==> src/design/crfe_pkg.sv <==
// shared types and constants of the clipped rectangle fill engine
package crfe_pkg;

    localparam int ADDR_W  = 48;
    localparam int COORD_W = 14;
    localparam int SIZE_W  = 15;
    localparam int COLOR_W = 32;
    localparam int MASK_W  = 32;
    localparam int CFG_W   = 48;
    localparam int INDEX_W = 3;

    // largest clip limit, wide enough to hold the value itself
    localparam logic [16:0] MAX_DIMENSION = 17'd16384;

    typedef enum logic
    {
        OP_FILL = 1'b0,
        OP_TICK = 1'b1
    } op_t;

    typedef enum logic [INDEX_W-1:0]
    {
        CFG_FRAME_BASE    = 3'd0,
        CFG_SCREEN_WIDTH  = 3'd1,
        CFG_SCREEN_HEIGHT = 3'd2,
        CFG_PITCH_PIXELS  = 3'd3,
        CFG_RED_MASK      = 3'd4,
        CFG_GREEN_MASK    = 3'd5,
        CFG_BLUE_MASK     = 3'd6
    } cfg_index_t;

    typedef struct packed
    {
        logic [COLOR_W-1:0] colour_xrgb;
        logic [SIZE_W-1:0]  rect_h;
        logic [SIZE_W-1:0]  rect_w;
        logic [COORD_W-1:0] rect_y;
        logic [COORD_W-1:0] rect_x;
    } cmd_t;

    typedef struct packed
    {
        logic               last;
        logic [COLOR_W-1:0] pixel_value;
        logic [ADDR_W-1:0]  byte_address;
    } pix_t;

endpackage

==> src/design/crfe_colour_conv.sv <==
// converts an xrgb colour into the hardware pixel layout given by the masks
module crfe_colour_conv
(
    input  logic [crfe_pkg::COLOR_W-1:0] colour_xrgb,
    input  logic [crfe_pkg::MASK_W-1:0]  red_mask,
    input  logic [crfe_pkg::MASK_W-1:0]  green_mask,
    input  logic [crfe_pkg::MASK_W-1:0]  blue_mask,
    output logic [crfe_pkg::COLOR_W-1:0] hw_colour
);

    // trailing zero count, zero for an empty mask
    function automatic logic [4:0] low_zeros(input logic [crfe_pkg::MASK_W-1:0] m);
        logic [4:0] n;
        n = 5'd0;
        for (int i = crfe_pkg::MASK_W - 1; i >= 0; i--)
        begin
            if (m[i])
            begin
                n = 5'(i);
            end
        end
        return n;
    endfunction

    logic [crfe_pkg::COLOR_W-1:0] red_part;
    logic [crfe_pkg::COLOR_W-1:0] green_part;
    logic [crfe_pkg::COLOR_W-1:0] blue_part;

    assign red_part   = {24'd0, colour_xrgb[23:16]} << low_zeros(red_mask);
    assign green_part = {24'd0, colour_xrgb[15:8]}  << low_zeros(green_mask);
    assign blue_part  = {24'd0, colour_xrgb[7:0]}   << low_zeros(blue_mask);
    assign hw_colour  = red_part | green_part | blue_part;

endmodule

==> src/design/crfe_walker.sv <==
// fill state: clipping at command, row-major pixel walk at each tick
module crfe_walker
(
    input  logic                          clk,
    input  logic                          rst_n,
    input  logic                          cmd_go,
    input  logic                          tick_go,
    input  crfe_pkg::cmd_t                cmd,
    input  logic [crfe_pkg::COLOR_W-1:0]  cmd_colour,
    input  logic [crfe_pkg::ADDR_W-1:0]   frame_base,
    input  logic [crfe_pkg::SIZE_W-1:0]   screen_width,
    input  logic [crfe_pkg::SIZE_W-1:0]   screen_height,
    input  logic [crfe_pkg::SIZE_W-1:0]   pitch_pixels,
    output logic                          res_valid,
    output crfe_pkg::pix_t                res
);

    localparam int SW = crfe_pkg::SIZE_W;

    logic                          busy_reg, busy_next;
    logic [SW-1:0]                 row_reg, row_next;
    logic [SW-1:0]                 col_reg, col_next;
    logic [SW-1:0]                 first_col_reg, first_col_next;
    logic [SW-1:0]                 col_limit_reg, col_limit_next;
    logic [SW-1:0]                 row_limit_reg, row_limit_next;
    logic [crfe_pkg::ADDR_W-1:0]   row_base_reg, row_base_next;
    logic [crfe_pkg::COLOR_W-1:0]  colour_reg, colour_next;

    // min(pos + size, screen, max dimension); never above the screen value
    function automatic logic [SW-1:0] clip_limit(input logic [SW:0] sum,
                                                 input logic [SW-1:0] screen);
        logic [SW:0] m;
        m = (sum < {1'b0, screen}) ? sum : {1'b0, screen};
        if ({1'b0, m} >= crfe_pkg::MAX_DIMENSION)
        begin
            m = crfe_pkg::MAX_DIMENSION[SW:0];
        end
        return m[SW-1:0];
    endfunction

    logic [SW-1:0]                 new_col_limit;
    logic [SW-1:0]                 new_row_limit;
    logic [28:0]                   y_offset;
    logic                          row_end;
    logic                          fill_end;

    assign new_col_limit = clip_limit(SW'(cmd.rect_x) + (SW+1)'(cmd.rect_w), screen_width);
    assign new_row_limit = clip_limit(SW'(cmd.rect_y) + (SW+1)'(cmd.rect_h), screen_height);
    assign y_offset      = 29'(cmd.rect_y) * 29'(pitch_pixels);

    assign row_end  = ({1'b0, col_reg} + (SW+1)'(1)) >= {1'b0, col_limit_reg};
    assign fill_end = row_end && (({1'b0, row_reg} + (SW+1)'(1)) >= {1'b0, row_limit_reg});

    assign res_valid        = tick_go && busy_reg;
    assign res.byte_address = row_base_reg + {31'd0, col_reg, 2'b00};
    assign res.pixel_value  = colour_reg;
    assign res.last         = fill_end;

    always_comb
    begin
        busy_next      = busy_reg;
        row_next       = row_reg;
        col_next       = col_reg;
        first_col_next = first_col_reg;
        col_limit_next = col_limit_reg;
        row_limit_next = row_limit_reg;
        row_base_next  = row_base_reg;
        colour_next    = colour_reg;
        if (cmd_go)
        begin
            colour_next    = cmd_colour;
            col_limit_next = new_col_limit;
            row_limit_next = new_row_limit;
            first_col_next = SW'(cmd.rect_x);
            col_next       = SW'(cmd.rect_x);
            row_next       = SW'(cmd.rect_y);
            row_base_next  = frame_base + {17'd0, y_offset, 2'b00};
            busy_next      = (SW'(cmd.rect_x) < new_col_limit)
                          && (SW'(cmd.rect_y) < new_row_limit);
        end
        else if (res_valid)
        begin
            if (!row_end)
            begin
                col_next = col_reg + SW'(1);
            end
            else
            begin
                col_next      = first_col_reg;
                row_next      = row_reg + SW'(1);
                row_base_next = row_base_reg + {31'd0, pitch_pixels, 2'b00};
                if (fill_end)
                begin
                    busy_next = 1'b0;
                end
            end
        end
    end

    always_ff @(posedge clk or negedge rst_n)
    begin
        if (!rst_n)
        begin
            busy_reg <= 1'b0;
        end
        else
        begin
            busy_reg <= busy_next;
        end
    end

    always_ff @(posedge clk)
    begin
        row_reg       <= row_next;
        col_reg       <= col_next;
        first_col_reg <= first_col_next;
        col_limit_reg <= col_limit_next;
        row_limit_reg <= row_limit_next;
        row_base_reg  <= row_base_next;
        colour_reg    <= colour_next;
    end

endmodule

==> src/design/crfe_out_buf.sv <==
// result register with one skid entry behind it
module crfe_out_buf
(
    input  logic           clk,
    input  logic           rst_n,
    input  logic           in_valid,
    input  crfe_pkg::pix_t in_data,
    output logic           full,
    output logic           out_valid,
    input  logic           out_ready,
    output crfe_pkg::pix_t out_data
);

    logic           out_valid_reg, out_valid_next;
    logic           skid_valid_reg, skid_valid_next;
    crfe_pkg::pix_t out_data_reg, out_data_next;
    crfe_pkg::pix_t skid_data_reg, skid_data_next;
    logic           pop;

    assign pop       = out_valid_reg && out_ready;
    assign full      = skid_valid_reg;
    assign out_valid = out_valid_reg;
    assign out_data  = out_data_reg;

    always_comb
    begin
        out_valid_next  = out_valid_reg;
        skid_valid_next = skid_valid_reg;
        out_data_next   = out_data_reg;
        skid_data_next  = skid_data_reg;
        if (skid_valid_reg)
        begin
            if (pop)
            begin
                out_data_next   = skid_data_reg;
                skid_valid_next = 1'b0;
            end
        end
        else if (in_valid)
        begin
            if (!out_valid_reg || pop)
            begin
                out_data_next  = in_data;
                out_valid_next = 1'b1;
            end
            else
            begin
                skid_data_next  = in_data;
                skid_valid_next = 1'b1;
            end
        end
        else if (pop)
        begin
            out_valid_next = 1'b0;
        end
    end

    always_ff @(posedge clk or negedge rst_n)
    begin
        if (!rst_n)
        begin
            out_valid_reg  <= 1'b0;
            skid_valid_reg <= 1'b0;
        end
        else
        begin
            out_valid_reg  <= out_valid_next;
            skid_valid_reg <= skid_valid_next;
        end
    end

    always_ff @(posedge clk)
    begin
        out_data_reg  <= out_data_next;
        skid_data_reg <= skid_data_next;
    end

endmodule

==> src/design/clipped_rect_fill_engine_core.sv <==
// top level of the clipped rectangle fill engine
// a tick item's pixel write is registered in the result buffer before it shows on m_tdata
// throughput: one item per cycle while s_tready is high, commands and ticks alike; a tick during a fill gives one write
// a stalled output is absorbed by a two-entry result buffer before s_tready drops
// reset: async active low; fill goes idle, masks return to 0xff / 0xff00 / 0xff0000,
// the other configuration registers return to zero
module clipped_rect_fill_engine_core
(
    input  logic                          clk,
    input  logic                          rst_n,
    // command and tick items
    input  logic                          s_tvalid,
    output logic                          s_tready,
    input  logic [95:0]                   s_tdata,  // rect_x, rect_y, rect_w, rect_h, colour_xrgb, zero pad
    input  logic                          s_tuser,  // op
    // pixel writes
    output logic                          m_tvalid,
    input  logic                          m_tready,
    output logic [79:0]                   m_tdata,  // byte_address, pixel_value
    output logic                          m_tlast,
    // register writes
    input  logic                          cfg_we,
    input  logic [crfe_pkg::INDEX_W-1:0]  cfg_index,
    input  logic [crfe_pkg::CFG_W-1:0]    cfg_data
);

    // configuration registers
    logic [crfe_pkg::ADDR_W-1:0]  frame_base_reg;
    logic [crfe_pkg::SIZE_W-1:0]  screen_width_reg;
    logic [crfe_pkg::SIZE_W-1:0]  screen_height_reg;
    logic [crfe_pkg::SIZE_W-1:0]  pitch_pixels_reg;
    logic [crfe_pkg::MASK_W-1:0]  red_mask_reg;
    logic [crfe_pkg::MASK_W-1:0]  green_mask_reg;
    logic [crfe_pkg::MASK_W-1:0]  blue_mask_reg;

    always_ff @(posedge clk or negedge rst_n)
    begin
        if (!rst_n)
        begin
            frame_base_reg    <= '0;
            screen_width_reg  <= '0;
            screen_height_reg <= '0;
            pitch_pixels_reg  <= '0;
            red_mask_reg      <= 32'h0000_00ff;
            green_mask_reg    <= 32'h0000_ff00;
            blue_mask_reg     <= 32'h00ff_0000;
        end
        else if (cfg_we)
        begin
            unique case (crfe_pkg::cfg_index_t'(cfg_index))
                crfe_pkg::CFG_FRAME_BASE:    frame_base_reg    <= cfg_data;
                crfe_pkg::CFG_SCREEN_WIDTH:  screen_width_reg  <= cfg_data[crfe_pkg::SIZE_W-1:0];
                crfe_pkg::CFG_SCREEN_HEIGHT: screen_height_reg <= cfg_data[crfe_pkg::SIZE_W-1:0];
                crfe_pkg::CFG_PITCH_PIXELS:  pitch_pixels_reg  <= cfg_data[crfe_pkg::SIZE_W-1:0];
                crfe_pkg::CFG_RED_MASK:      red_mask_reg      <= cfg_data[crfe_pkg::MASK_W-1:0];
                crfe_pkg::CFG_GREEN_MASK:    green_mask_reg    <= cfg_data[crfe_pkg::MASK_W-1:0];
                crfe_pkg::CFG_BLUE_MASK:     blue_mask_reg     <= cfg_data[crfe_pkg::MASK_W-1:0];
                default:
                begin
                end
            endcase
        end
    end

    // input unpacking
    crfe_pkg::cmd_t                cmd;
    logic                          accept;
    logic                          cmd_go;
    logic                          tick_go;
    logic [crfe_pkg::COLOR_W-1:0]  hw_colour;
    logic                          res_valid;
    crfe_pkg::pix_t                res;
    crfe_pkg::pix_t                out_pix;
    logic                          buf_full;

    assign cmd     = s_tdata[89:0];
    assign accept  = s_tvalid && s_tready;
    assign cmd_go  = accept && (crfe_pkg::op_t'(s_tuser) == crfe_pkg::OP_FILL);
    assign tick_go = accept && (crfe_pkg::op_t'(s_tuser) == crfe_pkg::OP_TICK);

    // colour is converted once, at the command
    crfe_colour_conv u_colour
    (
        .colour_xrgb (cmd.colour_xrgb),
        .red_mask    (red_mask_reg),
        .green_mask  (green_mask_reg),
        .blue_mask   (blue_mask_reg),
        .hw_colour   (hw_colour)
    );

    // clip and walk; pitch is read live so a change applies from the next row
    crfe_walker u_walker
    (
        .clk           (clk),
        .rst_n         (rst_n),
        .cmd_go        (cmd_go),
        .tick_go       (tick_go),
        .cmd           (cmd),
        .cmd_colour    (hw_colour),
        .frame_base    (frame_base_reg),
        .screen_width  (screen_width_reg),
        .screen_height (screen_height_reg),
        .pitch_pixels  (pitch_pixels_reg),
        .res_valid     (res_valid),
        .res           (res)
    );

    // input is held off only while the skid entry is occupied
    crfe_out_buf u_out
    (
        .clk       (clk),
        .rst_n     (rst_n),
        .in_valid  (res_valid),
        .in_data   (res),
        .full      (buf_full),
        .out_valid (m_tvalid),
        .out_ready (m_tready),
        .out_data  (out_pix)
    );

    assign s_tready = !buf_full;
    assign m_tdata  = {out_pix.pixel_value, out_pix.byte_address};
    assign m_tlast  = out_pix.last;

endmodule
==> config.mk <==
export PLATFORM = sky130hd
export DESIGN_NAME = clipped_rect_fill_engine_core
export DESIGN_NICKNAME = d
export VERILOG_FILES = /design/src/design/crfe_pkg.sv /design/src/design/crfe_colour_conv.sv /design/src/design/crfe_walker.sv /design/src/design/crfe_out_buf.sv /design/src/design/clipped_rect_fill_engine_core.sv
export SDC_FILE = /design/constraint.sdc
export NUM_CORES = 2
export LEC_CHECK = 0
export BUFFER_PORTS_ARGS = -buffer_cell sky130_fd_sc_hd__buf_2
export CORE_MARGIN = 5
export CORE_UTILIZATION = 30
export CTS_CLUSTER_DIAMETER = 80
export DETAILED_ROUTE_END_ITERATION = 16
export PLACE_DENSITY_LB_ADDON = 0.12
export SLEW_MARGIN = 25
export SYNTH_ARGS = -nofsm -noshare
export SYNTH_HDL_FRONTEND = slang
export SYNTH_SLANG_ARGS = --single-unit
==> constraint.sdc <==
create_clock -name clk -period 21.7 [get_ports clk]
set_input_delay 4.34 -clock clk [delete_from_list [all_inputs] [get_ports clk]]
set_output_delay 4.34 -clock clk [all_outputs]
set_load 0.05 [all_outputs]
==> results.yml <==
run_status:
  outcome: "finished, final reports clean"
drt:
  drc: 0
  wl_met1_mm: 60.29
  vias: 27600
  dr.pass1.iters: 5
  dr_wl_met3_mm: 5.452
  routed-wl-met2_mm: 53.62
  drt_iter0_markers: 1793
  routed.top_layer: "met4"
  ant_nets: 0
  viasPerCell: 5.034
  routed_wl_mm: 121.7
  avgRoutedWirePerCell_um: 22.20
placement:
  hpwlAfterDp_mm: 91.95
  pre_cts_slack_ps: 7890
  gp_congestion: 0.9009
  io_buffers: 221
  dp_cells: 5368
finish:
  nets: 4377
  drive_above_1_share_pct: 17.97
  syn2layout_area_growth_pct: 13.79
  diodes: 0
  final_core_util_pct: 34.28
  instances_no_fill: 5483
  mostFrequentLayoutCell: "nand2_1"
  mostFrequentLayoutCells: "nand2_1 (360), edfxtp_1 (314), inv_1 (310)"
clock_tree:
  ctsLongestPathBuffers: 3
  htreeDepth: 2
  root_buffer: "clkbuf_16"
  post_cts_buffers: 0
  cts_hold_buf: 0
  clk_latency_ps: 690
  clk_pin_slew_ps: 60
  cts_resized: 0
  cts_buffers: 61
  cts_tree: "yes"
  clock-sinks: 508
timing:
  maxSlewHeadroom_pct: 25.42
  tightest_slew_ps: 1107
  fin_ws_ps: 8567
  max_freq_mhz: 76.14
  hold_viol_final: 0
  maxSlewViolCount: 0
  fin_crit_sh_pct: 60.52
  final.setup.tns_ps: 0
  rsz0062_at_grt: "false"
  min_period_ps: 13130
  fin_skew_ps: 67.78
  setup_viol: 0
global_route:
  globalRoute.totalOverflow: 0
  grt_start_max_net_pins: 98
  grt_antenna_before_repair: 7
  grt_pass1_vias: 27660
  grt_use_total_pct: 18.34
  grt_pass1_wl_mm: 182.8
setup_path:
  cpPeakStageDelay_ps: 530
  reg2regPathDepth: 31
  cp_top_family: "adder cells"
  cp_data_required_time_ps: 22100
  end_kind: "flop"
  rrSetupSlack_ps: 11940
  worst_setup_path_start_kind: "input port"
  critPathBufInv: 7
  path_depth: 35
  crit_slowest_cell: "fa_1"
  criticalPathCategory: "input port to flop"
  critPathMaxFanout: 18
  arrival_ps: 13530
die:
  start_util_pct: 30.13
  core_mm2: 0.1233
  die_h_um: 361.9
  chipWidth_um: 361.9
  io_pins: 236
  rows: 129
  dieArea_mm2: 0.1310
synthesis:
  yosys-top-cells-area: "edfxtp_1 (25%), dfrtp_1 (11%), ha_1 (9.1%)"
  synth-xor-area-share_pct: 4.550
  synth-simple-area-share_pct: 13.98
  async_reset_ff_share_pct: 37.80
  avgSynthCellArea_um2: 10.35
  synth_top_area_share_pct: 25.38
  synth-compound-area-share_pct: 10.92
  netlist_area_mm2: 0.03715
  synthMuxAreaShare_pct: 9.830
  ys_seq_area_share_pct: 38.50
  synthAdderAreaFrac_pct: 17.64
  synth_edf_count: 314
  yosys_warnings: 0
  synth_seq_cells: 508
  synthFlopType: "edfxtp_1"
  syn_nets: 4171
  synth_cell_types: 101
  synth_top_family_by_area: "adder cells"
  synth_top_area_cell: "edfxtp_1"
  syn_inst: 3589
hold_path:
  hp-class: "flop to flop"
  worstHoldPathCells: 0
flow_run:
  drv_cap: 0
## stage by stage
| stage | cell area (um2) | hold WS (ps) |
|---|---|---|
| after floorplan | 37150 | 422.2 |
| after global placement | 40170 | 434.7 |
| after detailed placement | 40170 | 432.9 |
| after CTS | 42260 | 448.8 |
| after global routing | 42280 | 459.0 |
| final | 42280 | 452.1 |
## cells in the mapped netlist (10+ instances only)
master and instances:
o31ai_1 16, ha_1 271, mux2_2 238, nand3_1 79, a221oi_1 13, nor2_1 251, fa_1 158, o221ai_1 18
inv_1 311, xor2_1 67, dfstp_2 24, o211ai_1 14, xnor2_1 126, nor2b_1 29, nor3_1 49, a211oi_1 18
inv_2 15, buf_2 17, a21oi_1 119, nand2_1 361, o21bai_1 10, and3_1 28, o21ai_1 19, clkbuf_1 92
a31oi_1 21, dfrtp_1 168, mux2i_1 96, edfxtp_1 314, or2_1 22, a22oi_1 13, nor4_1 31, and2_1 112
nand2b_1 34, a21o_1 56, o21a_1 20, or3_1 11, nand4_1 29, o21ai_0 146
## kinds of logic (layout without fill, tap and decap cells)
group                    Yosys count  after routing
AND/OR/NAND/NOR                 1086           1086
adder cells (fa/ha/maj)          429            429
flip-flops                       508            508
AO/OA/AOI/OAI                    596            596
buffers and inverters            442            699
XOR/XNOR                         193            193
multiplexers                     335            335
## layer usage
layer | GRT usage (%) | vias up
li1 | - | 13090
met1 | 27.42 | 13770
met2 | 28.57 | 616
met3 | 2.162 | 119
met4 | 3.878 | 0
met5 | 0 | -
## path summary, 6_finish.rpt
kind	startpoint	end
worst max register to register	pitch_pixels_reg[3]$_DFFE_PN0P_	u_walker.row_base_reg[43]$_DFFE_PP_
worst min-delay path	u_walker.colour_reg[16]$_DFFE_PP_	u_out.skid_data_reg[64]$_DFFE_PP_
worst min register to register	u_walker.colour_reg[16]$_DFFE_PP_	u_out.skid_data_reg[64]$_DFFE_PP_
worst max-delay path	s_tdata[18]	u_walker.row_base_reg[43]$_DFFE_PP_
min in group asynchronous	rst_n	frame_base_reg[40]$_DFFE_PN0P_
max in group asynchronous	rst_n	blue_mask_reg[29]$_DFFE_PN0P_
## layout make-up
class | instances | area, um2
Fill cell | 12650 | 81040
Tap cell | 1637 | 2048
Multi-Input combinational cell | 2639 | 21200
Inverter | 326 | 1229
Timing Repair Buffer | 259 | 1404
Clock inverter | 34 | 400.4
Sequential cell | 508 | 14310
Clock buffer | 80 | 1689
## worst register-to-register path: cells and delay by family (launching register included)
family          cells  cell delay (ps)
compound gates     13             3470
buf+inv             3              130
fa+ha+maj           8             3650
xor+xnor            2              540
simple gates        5              710
flops               1             1020
Power is left out: the tool's default activity adds up to more than one toggle a clock period on the data nets, which glitch-free logic cannot reach.
